## src/rcg_pkg.sv

```systemverilog
// ---------------------------------------------------------------------------
// rcg_pkg
// Shared types and constants of the midpoint circle rasteriser.
// ---------------------------------------------------------------------------
`timescale 1ns / 1ps
`default_nettype none

package rcg_pkg;

  localparam int RADIUS_BITS = 11;

  localparam int COORD_W = 16;               // centre and screen size
  localparam int POS_W   = 17;               // result coordinates
  localparam int CALC_W  = 18;               // internal coordinate maths
  localparam int RAD_W   = 11;               // radius port
  localparam int COLOR_W = 32;
  localparam int KIND_W  = 2;
  localparam int X_W     = RADIUS_BITS + 1;  // step x, unsigned
  localparam int Y_W     = RADIUS_BITS + 2;  // step y, signed, reaches -1
  localparam int D_W     = RADIUS_BITS + 5;  // decision term, signed
  localparam int CFG_IDX_W = 1;

  localparam logic [KIND_W-1:0] KIND_POINT = 2'd0;
  localparam logic [KIND_W-1:0] KIND_SPAN  = 2'd1;
  localparam logic [KIND_W-1:0] KIND_IDLE  = 2'd2;

  localparam logic MODE_START = 1'b0;
  localparam logic MODE_STEP  = 1'b1;

  localparam logic [CFG_IDX_W-1:0] CFG_SCREEN_WIDTH  = 1'b0;
  localparam logic [CFG_IDX_W-1:0] CFG_SCREEN_HEIGHT = 1'b1;

  localparam logic [COORD_W-1:0] RST_SCREEN_WIDTH  = 16'd640;
  localparam logic [COORD_W-1:0] RST_SCREEN_HEIGHT = 16'd480;

  typedef enum logic [1:0] {
    JOB_IDLE,
    JOB_OUTLINE,
    JOB_FILL
  } job_mode_t;

  // Snapshot of one iteration, handed from the tracker to the emitter.
  typedef struct packed {
    job_mode_t                  mode;
    logic signed [COORD_W-1:0]  ox;
    logic signed [COORD_W-1:0]  oy;
    logic        [X_W-1:0]      x;
    logic signed [Y_W-1:0]      y;
    logic        [COLOR_W-1:0]  color;
    logic                       done;
  } job_t;

endpackage

`default_nettype wire

```

## src/raster_circle_generator.sv

```systemverilog
// ---------------------------------------------------------------------------
// raster_circle_generator
// Midpoint circle rasteriser: points or clipped spans, one iteration a step.
// ---------------------------------------------------------------------------
//  channel | direction | handshake           | payload
//  in_     | input     | in_valid / in_stall  | mode, centre, radius, fill, colour
//  out_    | output    | out_valid / out_stall| kind, visible, x range, row, flags
//  cfg_    | input     | cfg_we               | cfg_index, cfg_data
//
//  A start request gives no result.
//  A step request gives 4 results (outline), 2 (fill) or 1 (idle), one a
//  cycle through the output register while out_stall is low.
//  The next request is taken in the cycle the last result leaves the emitter.
//  out_stall holds the output register and, once the emitter is full, in_stall.
//  Synchronous reset; screen size resets to 640 x 480.
// ---------------------------------------------------------------------------
`timescale 1ns / 1ps
`default_nettype none

module raster_circle_generator (
  input  wire                                 clk,
  input  wire                                 rst_n,
  input  wire                                 in_valid,
  output logic                                in_stall,
  input  wire                                 in_mode,
  input  wire signed [rcg_pkg::COORD_W-1:0]   in_center_x,
  input  wire signed [rcg_pkg::COORD_W-1:0]   in_center_y,
  input  wire        [rcg_pkg::RAD_W-1:0]     in_radius,
  input  wire                                 in_fill,
  input  wire        [rcg_pkg::COLOR_W-1:0]   in_color,
  output logic                                out_valid,
  input  wire                                 out_stall,
  output logic       [rcg_pkg::KIND_W-1:0]    out_kind,
  output logic                                out_visible,
  output logic signed [rcg_pkg::POS_W-1:0]    out_left_x,
  output logic signed [rcg_pkg::POS_W-1:0]    out_right_x,
  output logic signed [rcg_pkg::POS_W-1:0]    out_row_y,
  output logic       [rcg_pkg::COLOR_W-1:0]   out_pixel_color,
  output logic                                out_last,
  output logic                                out_done_res,
  input  wire                                 cfg_we,
  input  wire        [rcg_pkg::CFG_IDX_W-1:0] cfg_index,
  input  wire        [rcg_pkg::COORD_W-1:0]   cfg_data
);
  import rcg_pkg::*;

  logic [COORD_W-1:0] width_r, height_r;
  logic               accept, busy;
  job_t               job;

  always_ff @(posedge clk) begin
    if (!rst_n) begin
      width_r  <= RST_SCREEN_WIDTH;
      height_r <= RST_SCREEN_HEIGHT;
    end else if (cfg_we) begin
      unique case (cfg_index)
        CFG_SCREEN_WIDTH:  width_r  <= cfg_data;
        CFG_SCREEN_HEIGHT: height_r <= cfg_data;
      endcase
    end
  end

  assign in_stall = busy;
  assign accept   = in_valid && !busy;

  rcg_tracker u_tracker (
    .clk      (clk),
    .rst_n    (rst_n),
    .accept   (accept),
    .mode     (in_mode),
    .center_x (in_center_x),
    .center_y (in_center_y),
    .radius   (in_radius),
    .fill     (in_fill),
    .color    (in_color),
    .job      (job)
  );

  rcg_emitter u_emitter (
    .clk             (clk),
    .rst_n           (rst_n),
    .load            (accept && in_mode == MODE_STEP),
    .job_in          (job),
    .screen_width    (width_r),
    .screen_height   (height_r),
    .busy            (busy),
    .out_valid       (out_valid),
    .out_stall       (out_stall),
    .out_kind        (out_kind),
    .out_visible     (out_visible),
    .out_left_x      (out_left_x),
    .out_right_x     (out_right_x),
    .out_row_y       (out_row_y),
    .out_pixel_color (out_pixel_color),
    .out_last        (out_last),
    .out_done_res    (out_done_res)
  );

endmodule

`default_nettype wire

```

## src/rcg_tracker.sv

```systemverilog
// ---------------------------------------------------------------------------
// rcg_tracker
// Circle state and midpoint decision update, one iteration per step request.
// ---------------------------------------------------------------------------
`timescale 1ns / 1ps
`default_nettype none

module rcg_tracker (
  input  wire                           clk,
  input  wire                           rst_n,
  input  wire                           accept,
  input  wire                           mode,
  input  wire signed [rcg_pkg::COORD_W-1:0] center_x,
  input  wire signed [rcg_pkg::COORD_W-1:0] center_y,
  input  wire        [rcg_pkg::RAD_W-1:0]   radius,
  input  wire                           fill,
  input  wire        [rcg_pkg::COLOR_W-1:0] color,
  output rcg_pkg::job_t                 job
);
  import rcg_pkg::*;

  localparam int E_W = D_W + 2;
  localparam logic signed [E_W-1:0] ONE_E = E_W'(1);

  logic        [X_W-1:0]     x_r, x_nxt;
  logic signed [Y_W-1:0]     y_r, y_nxt;
  logic signed [D_W-1:0]     d_r, d_nxt;
  logic signed [COORD_W-1:0] ox_r, oy_r;
  logic        [COLOR_W-1:0] color_r;
  logic                      fill_r;
  logic                      active_r, active_nxt;

  logic        [RADIUS_BITS-1:0] rad;
  logic signed [E_W-1:0]     d_e, y_e, x_e, x1_e, y1_e, err, d_step;
  logic        [X_W-1:0]     x_step;
  logic signed [Y_W-1:0]     y_step;

  always_comb begin
    rad  = RADIUS_BITS'(radius);
    d_e  = E_W'(d_r);
    y_e  = E_W'(y_r);
    x_e  = $signed(E_W'(x_r));
    x1_e = x_e + ONE_E;
    y1_e = y_e - ONE_E;
    err  = ((d_e + y_e) <<< 1) - ONE_E;

    if (d_e < 0 && err <= 0) begin
      x_step = x_r + X_W'(1);
      y_step = y_r;
      d_step = d_e + (x1_e <<< 1) + ONE_E;
    end else if (d_e > 0 && err > 0) begin
      x_step = x_r;
      y_step = y_r - Y_W'(1);
      d_step = d_e - ((y1_e <<< 1) + ONE_E);
    end else begin
      x_step = x_r + X_W'(1);
      y_step = y_r - Y_W'(1);
      d_step = d_e + ((x1_e - y_e) <<< 1);
    end

    x_nxt      = x_r;
    y_nxt      = y_r;
    d_nxt      = d_r;
    active_nxt = active_r;
    if (accept) begin
      if (mode == MODE_START) begin
        x_nxt      = '0;
        y_nxt      = $signed(Y_W'(rad));
        d_nxt      = D_W'(1) - (D_W'(rad) <<< 1);
        active_nxt = 1'b1;
      end else if (active_r) begin
        x_nxt      = x_step;
        y_nxt      = y_step;
        d_nxt      = D_W'(d_step);
        active_nxt = !y_step[Y_W-1];
      end
    end
  end

  always_ff @(posedge clk) begin
    if (!rst_n) begin
      x_r      <= '0;
      y_r      <= '1;
      d_r      <= '0;
      ox_r     <= '0;
      oy_r     <= '0;
      color_r  <= '0;
      fill_r   <= 1'b0;
      active_r <= 1'b0;
    end else begin
      x_r      <= x_nxt;
      y_r      <= y_nxt;
      d_r      <= d_nxt;
      active_r <= active_nxt;
      if (accept && mode == MODE_START) begin
        ox_r    <= center_x;
        oy_r    <= center_y;
        color_r <= color;
        fill_r  <= fill;
      end
    end
  end

  // Snapshot of the current iteration, taken by the emitter on a step
  always_comb begin
    job.mode  = !active_r ? JOB_IDLE : (fill_r ? JOB_FILL : JOB_OUTLINE);
    job.ox    = ox_r;
    job.oy    = oy_r;
    job.x     = x_r;
    job.y     = y_r;
    job.color = color_r;
    job.done  = !active_r || y_step[Y_W-1];
  end

endmodule

`default_nettype wire

```

## src/rcg_emitter.sv

```systemverilog
// ---------------------------------------------------------------------------
// rcg_emitter
// Walks the results of one iteration into the output register.
// ---------------------------------------------------------------------------
`timescale 1ns / 1ps
`default_nettype none

module rcg_emitter (
  input  wire                               clk,
  input  wire                               rst_n,
  input  wire                               load,
  input  wire        rcg_pkg::job_t         job_in,
  input  wire        [rcg_pkg::COORD_W-1:0] screen_width,
  input  wire        [rcg_pkg::COORD_W-1:0] screen_height,
  output logic                              busy,
  output logic                              out_valid,
  input  wire                               out_stall,
  output logic       [rcg_pkg::KIND_W-1:0]  out_kind,
  output logic                              out_visible,
  output logic signed [rcg_pkg::POS_W-1:0]  out_left_x,
  output logic signed [rcg_pkg::POS_W-1:0]  out_right_x,
  output logic signed [rcg_pkg::POS_W-1:0]  out_row_y,
  output logic       [rcg_pkg::COLOR_W-1:0] out_pixel_color,
  output logic                              out_last,
  output logic                              out_done_res
);
  import rcg_pkg::*;

  job_t       job_r;
  logic       job_valid_r;
  logic [1:0] idx_r;

  logic                     out_valid_r;
  logic [KIND_W-1:0]        kind_r, kind_nxt;
  logic                     vis_r, vis_nxt;
  logic signed [POS_W-1:0]  left_r, left_nxt, right_r, right_nxt, row_r, row_nxt;
  logic [COLOR_W-1:0]       color_r, color_nxt;
  logic                     last_r, last_nxt, done_r, done_nxt;

  logic                     take, adv, job_last;
  logic [1:0]               last_idx;
  logic signed [CALC_W-1:0] ox, oy, xe, ye, w, h, wm1;
  logic signed [CALC_W-1:0] px, py, sl, sr, cl, cr;
  logic                     row_on, col_on;

  assign take = !out_valid_r || !out_stall;
  assign adv  = job_valid_r && take;

  always_comb begin
    case (job_r.mode)
      JOB_OUTLINE: last_idx = 2'd3;
      JOB_FILL:    last_idx = 2'd1;
      default:     last_idx = 2'd0;
    endcase
  end

  assign job_last = (idx_r == last_idx);
  // Free for a new request in the cycle the final result moves out
  assign busy = job_valid_r && !(adv && job_last);

  always_comb begin
    ox  = CALC_W'(job_r.ox);
    oy  = CALC_W'(job_r.oy);
    xe  = $signed(CALC_W'(job_r.x));
    ye  = CALC_W'(job_r.y);
    w   = $signed(CALC_W'(screen_width));
    h   = $signed(CALC_W'(screen_height));
    wm1 = w - CALC_W'(1);

    // outline order: (+x,+y) (+x,-y) (-x,+y) (-x,-y); spans use bit 0 for row
    px = idx_r[1] ? (ox - xe) : (ox + xe);
    py = idx_r[0] ? (oy - ye) : (oy + ye);
    sl = ox - xe;
    sr = ox + xe;
    cl = (sl < 0) ? '0 : sl;
    cr = (sr > wm1) ? wm1 : sr;

    row_on = (py >= 0) && (py < h);
    col_on = (px >= 0) && (px < w);

    color_nxt = job_r.color;
    row_nxt   = POS_W'(py);
    last_nxt  = job_last;
    done_nxt  = job_last && job_r.done;
    case (job_r.mode)
      JOB_OUTLINE: begin
        kind_nxt  = KIND_POINT;
        vis_nxt   = row_on && col_on;
        left_nxt  = POS_W'(px);
        right_nxt = POS_W'(px);
      end
      JOB_FILL: begin
        kind_nxt = KIND_SPAN;
        vis_nxt  = row_on && (cl <= cr);
        if (vis_nxt) begin
          left_nxt  = POS_W'(cl);
          right_nxt = POS_W'(cr);
        end else begin
          left_nxt  = POS_W'(sl);
          right_nxt = POS_W'(sr);
        end
      end
      default: begin
        kind_nxt  = KIND_IDLE;
        vis_nxt   = 1'b0;
        left_nxt  = '0;
        right_nxt = '0;
        row_nxt   = '0;
        color_nxt = '0;
        last_nxt  = 1'b1;
        done_nxt  = 1'b1;
      end
    endcase
  end

  always_ff @(posedge clk) begin
    if (!rst_n) begin
      job_valid_r <= 1'b0;
      idx_r       <= '0;
      out_valid_r <= 1'b0;
    end else begin
      if (load) begin
        job_valid_r <= 1'b1;
        idx_r       <= '0;
      end else if (adv) begin
        if (job_last) begin
          job_valid_r <= 1'b0;
        end else begin
          idx_r <= idx_r + 2'd1;
        end
      end
      if (take) begin
        out_valid_r <= job_valid_r;
      end
    end
  end

  always_ff @(posedge clk) begin
    if (load) begin
      job_r <= job_in;
    end
    if (take) begin
      kind_r  <= kind_nxt;
      vis_r   <= vis_nxt;
      left_r  <= left_nxt;
      right_r <= right_nxt;
      row_r   <= row_nxt;
      color_r <= color_nxt;
      last_r  <= last_nxt;
      done_r  <= done_nxt;
    end
  end

  assign out_valid       = out_valid_r;
  assign out_kind        = kind_r;
  assign out_visible     = vis_r;
  assign out_left_x      = left_r;
  assign out_right_x     = right_r;
  assign out_row_y       = row_r;
  assign out_pixel_color = color_r;
  assign out_last        = last_r;
  assign out_done_res    = done_r;

endmodule

`default_nettype wire

```

## config.mk

```make
export PLATFORM = sky130hd
export DESIGN_NAME = raster_circle_generator
export DESIGN_NICKNAME = d
export VERILOG_FILES = /design/src/rcg_pkg.sv /design/src/raster_circle_generator.sv /design/src/rcg_tracker.sv /design/src/rcg_emitter.sv
export SDC_FILE = /design/constraint.sdc
export NUM_CORES = 1
export LEC_CHECK = 0
export ABC_AREA = 1
export BUFFER_PORTS_ARGS = -buffer_cell sky130_fd_sc_hd__buf_2
export CORE_MARGIN = 3
export CORE_UTILIZATION = 30
export CTS_BUF_LIST = sky130_fd_sc_hd__clkbuf_4 sky130_fd_sc_hd__clkbuf_8
export DETAILED_ROUTE_END_ITERATION = 8
export PLACE_DENSITY_LB_ADDON = 0.25
export SYNTH_ARGS = -nofsm -noshare
export SYNTH_HDL_FRONTEND = slang
export SYNTH_SLANG_ARGS = --single-unit
```

## constraint.sdc

```tcl
create_clock -name clk -period 8.3 [get_ports clk]
set_input_delay 0.415 -clock clk [delete_from_list [all_inputs] [get_ports clk]]
set_output_delay 0.415 -clock clk [all_outputs]
set_load 0.02 [all_outputs]
```

Yosys cells after proc, flatten, opt, wreduce, memory -nomap -nowiden
Index checks and enable logic that the tools add are counted.
{ "word_totals": {"ff_bits": 323, "in_bits": 99} }
{ "op_classes": {"magnitude_cmp": 11, "bitwise_logic": 4, "n_eq_ne": 6, "n_mux": 28, "n_addsub": 19, "n_reduce_logical": 32} }
{ "op_table": {"columns": ["op", "count"], "rows": [
  ["18-bit two-way mux", 4],
  ["17-bit one-hot mux with 2 select lines", 2],
  ["16-bit two-way mux", 4],
  ["16-bit by 13-bit adder with 17-bit output", 3],
  ["12-bit two-way mux", 4],
  ["13-bit two-way mux", 3],
  ["18-bit by 1-bit >= comparator with 1-bit output, second input constant", 2],
  ["18-bit by 17-bit < comparator with 1-bit output", 2],
  ["17-bit two-way mux", 2],
  ["16-bit by 13-bit subtractor with 17-bit output", 2],
  ["18-bit by 1-bit > comparator with 1-bit output, second input constant", 1],
  ["18-bit > comparator", 1],
  ["18-bit by 1-bit less-or-equal comparator with 1-bit output, second input constant", 1],
  ["18-bit less-or-equal comparator", 1],
  ["18-bit by 2-bit subtractor with 18-bit output, second input constant", 1],
  ["17-bit by 1-bit < comparator with 1-bit output, second input constant", 1],
  ["16-bit by 1-bit subtractor with 17-bit output, second input constant", 1],
  ["15-bit by 2-bit adder with 16-bit output, second input constant", 1],
  ["16-bit by 15-bit adder with 16-bit output", 1],
  ["16-bit adder", 1],
  ["16-bit by 2-bit adder with 16-bit output, second input constant", 1],
  ["16-bit by 1-bit > comparator with 1-bit output, second input constant", 1],
  ["16-bit by 1-bit < comparator with 1-bit output, second input constant", 1],
  ["16-bit subtractor", 1],
  ["other kinds (25)", 58]
]} }

Longest topological paths before layout
{ "depth": {"depth_word": 11, "ltp_mapped": 46, "ltp_nobuf": 43} }

By module
A second synthesis with hierarchy kept.
{ "hier_totals": {"cells_unflattened": 2791, "hier_area_um2": 21568.2} }
{ "by_module_without_submodules": {"columns": ["module", "area_per_inst_um2", "n_inst", "cells_each"], "rows": [
  ["rcg_emitter", 11662.4, 1, 1290],
  ["rcg_tracker", 8653.3, 1, 1327],
  ["raster_circle_generator", 1252.5, 1, 174]
]} }

Worst setup path before layout
Ideal clock, no wire load.
{ "synth_path": {"kind": "input port to flip-flop", "startpoint": "in out_stall", "endpoint": "reg u_tracker.d_r[15]", "required_time_ps": 8235, "stages": 11, "slack_ps": 311, "arrival_time_ps": 7924, "n_path_buf": 0, "cell_sequence": "nand2_1 inv_1 o21ai_0 inv_1 nor2_1 inv_1 nor2_1 nand2_1 a21oi_1 a21oi_1 nor2_1"} }
{ "synth_via": {"elab_chain_len": 9} }
{ "synth_rtl": {"columns": ["item", "line_no", "text"], "rows": [
  ["start: declaration", "raster_circle_generator.sv:32", "input wire out_stall,"],
  ["1-bit zero test", "rcg_emitter.sv:46", "assign take = !out_valid_r || !out_stall;"],
  ["1-bit logical OR", "rcg_emitter.sv:46", null],
  ["1-bit logical AND", "rcg_emitter.sv:47", "assign adv = job_valid_r && take;"],
  ["1-bit logical AND", "rcg_emitter.sv:59", "assign busy = job_valid_r && !(adv && job_last);"],
  ["1-bit zero test", "rcg_emitter.sv:59", null],
  ["1-bit logical AND", "rcg_emitter.sv:59", null],
  ["net in_stall", "raster_circle_generator.sv:24", "output logic in_stall,"],
  ["1-bit zero test", "raster_circle_generator.sv:64", "assign accept = in_valid && !busy;"],
  ["1-bit logical AND", "raster_circle_generator.sv:64", null],
  ["2-bit AND reduction (no line)", null, null],
  ["end signal: assignment", "rcg_tracker.sv:93", "d_r <= d_nxt;"],
  ["end: declaration", "rcg_tracker.sv:27", "logic signed [D_W-1:0] d_r, d_nxt;"]
]} }
The timed path passes the listed nets, and every way through them passes these cells.
A chain may end at the register's enable or synchronous reset.

Final worst setup path
{ "layout_path": {"startpoint": "reg u_emitter.job_r[74] (netlist bit)", "endpoint": "reg u_emitter.left_r[5] (netlist: u_emitter.out_left_x[5]) (data pin)"} }
{ "layout_via": {"elab_chain_len": 7, "elab_cells_between_ends": 11} }
{ "layout_rtl": {"columns": ["item", "line_no", "text"], "rows": [
  ["start: declaration", "rcg_emitter.sv:29", "job_t job_r;"],
  ["start signal: assignment", "rcg_emitter.sv:140", "job_r <= job_in;"],
  ["16-bit by 13-bit adder with 17-bit output or 16-bit by 13-bit subtractor with 17-bit output (tied branches)", "rcg_emitter.sv:71, rcg_emitter.sv:74, rcg_emitter.sv:73", null],
  ["18-bit > comparator or 17-bit by 1-bit < comparator with 1-bit output (tied branches)", "rcg_emitter.sv:76, rcg_emitter.sv:75", null],
  ["18-bit two-way mux (on tied branches)", "rcg_emitter.sv:76, rcg_emitter.sv:75", null],
  ["18-bit less-or-equal comparator", "rcg_emitter.sv:94", "vis_nxt = row_on && (cl <= cr);"],
  ["1-bit logical AND", "rcg_emitter.sv:94", null],
  ["17-bit two-way mux", "rcg_emitter.sv:95", "if (vis_nxt) begin"],
  ["17-bit one-hot mux with 2 select lines (*)", "rcg_emitter.sv:85", "case (job_r.mode)"],
  ["net u_emitter.left_nxt[5]", "rcg_emitter.sv:36", "logic signed [POS_W-1:0] left_r, left_nxt, right_r, right_nxt, row_r, row_nxt;"],
  ["end signal: assignment", "rcg_emitter.sv:145", "left_r <= left_nxt;"],
  ["end: declaration", "rcg_emitter.sv:36", null]
]} }
Mark *: on every way through the listed nets, which the timed path passes. The rest lies on a longest branch.

==> qor.txt <==
Tightest Pin Transition - 995 ps
FMAX - 152 MHz
largest net degree at the start of global routing - 80
DRT iter0 DRCs - 1154
Worst setup SP type - flop
FF-to-FF End - u_emitter.out_left_x[5]
full die area - 71900 µm²
fill count - 7142
CP Capture Type - flop
share of layout cells above drive strength 1 - 12.3%
Max FO, Critical Path - 18
Sink Count - 323
EDFF count, synth - 180
fin crit share - 79.4%
Ports - 189
Clock transition at path regs - 80 ps
Core Region - 67600 µm²
VDD IR max - 0.106 mV
RSZ-0062 raised after global routing - no
H-Tree Level Count - 2
pwr dens - 210 nW/µm²
number of routed nets with antenna violations - 0
DR pass1 iterations - 5
status - finished, final reports clean
syn_nets - 2870
DR vias - 17873
CP max stage cell - a2111oi_0
Synth Flop Type - edfxtp_1
final wirelength - 64100 µm
Final setup viols - 0
DP Wirelength - 48300 µm
HP Class - in -> reg
Rows - 95
Synth top area share - 26.2%
CTS tree - yes
Crit Path Class - reg -> reg
worst skew pair latency - 690 ps
wire per inst - 17.1 µm
setup TNS - 0 ps
Placer Congestion - 0.935
Worst EP arrival - 6970 ps
Final Slew Violations - 0
Final Hold Slack - 40.7 ps
biggest area consumer among synthesized cells - edfxtp_1
dpl cell area - 22400 µm²
Final Instance Area - 24200 µm²
fin crit period - 6590 ps
Vias/cell - 4.78
Post-Syn Area - 20600 µm²
root buf cell - clkbuf_8
initial antenna violation count - 5
Max-Cap Viols - 0
post-CTS setup buffer count - 0
Die Wd - 268 µm
R2R depth - 38
cell total after placement - 3571
first-pass GRT wire length - 99000 µm
TritonCTS Buffers - 57
vias in the first global route - 17630
Seq cells post-synth - 323
Clock Path Buffers - 3
post-synthesis cell type count - 57
synthesis-to-finish area growth - 17.4%
flop2flop setup slack - 1710 ps
initial core utilization - 30.5%
CP endpoint - u_emitter.out_left_x[5]
DR DRC count - 0
Final Instance Count excl. Fillers - 3737
crit-path most repeated cell - nand2_1
Die H - 268 µm
Worst path max stage delay - 550 ps
Slew headroom - 33.7%
Synth warnings - 0
CP startpoint - u_emitter.job_r[74]
total track usage - 17.7%
Mapped Cells - 2580
IO buf count - 188
fraction of registers with async set/reset - 0%
Leak - 11.5 nW
Worst EP required - 8680 ps
Final Hold Viols - 0
# nets final - 3101
Avg Synthesized Cell Area - 7.98 µm²
sequential-to-total area share from yosys stat - 40.1%
Worst R2R Start - u_emitter.job_r[74]
GRT overflow - 0
most area-consuming cells after synthesis - edfxtp_1 26%, dfxtp_1 14%, ha_1 11%
clk_skew - 92.5 ps
[metal layers]
layer	GRT usage [%]	up-vias	wire (µm)
met1	23.6	8238	29500
li1	-	9080	-
met5	0	-	0
met2	28.8	441	29000
met4	6.82	0	2330
met3	2.57	114	3190
[cells in the mapped netlist, types with 5 or more instances]
library cell	instances
or2_2	9
fa_1	8
edfxtp_1	180
xnor2_1	31
a21o_1	8
a31oi_1	14
o21bai_1	11
ha_1	183
a21oi_1	220
nand3_2	5
dfxtp_1	143
buf_2	11
xor2_1	112
nand2_1	409
nor4_1	7
o22ai_1	8
nor3_1	28
nand3_1	132
o31ai_1	5
a21boi_0	6
inv_2	8
clkbuf_1	59
nor2_1	363
nand2_2	10
nand4_1	21
o21ai_0	187
o211ai_1	25
inv_1	316
o21a_1	5
[cell type report]
class                           count  area, µm²  share of cell area (%)
Inverter                          327       1230                    5.08
Clock inverter                     20        144                   0.595
Multi-Input combinational cell   1848      10800                    44.6
Tap cell                          873       1090                    4.52
Timing Repair Buffer              254       1570                    6.51
Clock buffer                       87       1080                    4.49
Antenna cell                        5       12.5                  0.0518
Sequential cell                   323       8270                    34.2
[stage by stage]
stage               utilization (%)  power [W]  setup slack [ps]
floorplan                         -    0.00303               311
detailed placement             33.1    0.00349              1790
CTS                            35.7    0.00512              1770
global route                   35.7    0.00540              1060
finish                         35.7    0.00507              1710
global placement               33.1    0.00349              1850
[layout by cell type, fill, tap and decap left out, types with 54 or more instances in the layout]
cell,Yosys,final
edfxtp_1,180,180
clkbuf_8,0,69
dfxtp_1,143,143
dlygate4sd3_1,0,54
ha_1,183,182
buf_2,11,187
xor2_1,112,112
o21ai_0,187,187
inv_1,316,315
nand2_1,409,408
a21oi_1,220,220
nor2_1,363,361
nand3_1,132,132
[critical path, delay by kind of cell (launching register included)]
kind / cells / cell delay [ps]
AO/OA/AOI/OAI: 10 / 2070
adder cells (fa/ha/maj): 4 / 1130
flip-flops: 1 / 400
buffers and inverters: 3 / 180
AND/OR/NAND/NOR: 21 / 2510
[registers in the layout, summed over array words and instances, names as in the netlist, 12 cells and up]
signal,flops
u_emitter.out_right_x,17
u_tracker.d_r,16
u_tracker.color_r,32
u_tracker.x_r,12
u_emitter.job_r,92
height_r,16
u_emitter.out_row_y,17
u_tracker.oy_r,16
u_tracker.y_r,13
width_r,16
u_emitter.out_left_x,17
u_tracker.ox_r,16
u_emitter.out_pixel_color,32
[how the worst min path moves through the flow]
stage	from	cells after the start	slack, ps	to
2_1_floorplan	u_tracker.color_r[9]	0	400	u_emitter.job_r[10]
3_3_place_gp	u_tracker.color_r[12]	0	400	u_emitter.job_r[13]
3_5_place_dp	u_tracker.color_r[31]	0	410	u_emitter.job_r[32]
4_1_cts	in_color[9]	3	0.7	u_tracker.color_r[9]
5_1_grt	in_center_y[11]	3	30	u_tracker.oy_r[11]
6_report	in_center_y[11]	3	40	u_tracker.oy_r[11]
[power by group]
| part | internal [W] | total, W | switching [W] |
|---|---|---|---|
| registers | 0.00184 | 0.00194 | 0.000101 |
| clock network | 0.000873 | 0.00158 | 0.000708 |
| logic | 0.000536 | 0.00154 | 0.00101 |
| total | 0.00325 | 0.00507 | 0.00182 |
[what timing repair did]
| item | 4_1_cts | 5_1_grt |
|---|---|---|
| gates resized for setup | 0 | 0 |
| endpoints found under the hold margin | 58 | 0 |
| hold buffers | 54 | 0 |
[cells by family (layout without fill, tap and decap cells)]
kind of cell             Yosys count  count (layout)  synth area share [%]
AND/OR/NAND/NOR                 1001            1001                  20.4
AO/OA/AOI/OAI                    513             513                  13.7
buffers and inverters            409             688                  7.74
flip-flops                       323             323                  40.1
adder cells (fa/ha/maj)          191             191                  11.9
XOR/XNOR                         143             143                  6.08
other                              0               5                     0
No activity file was read; power rests on OpenSTA's default activity.
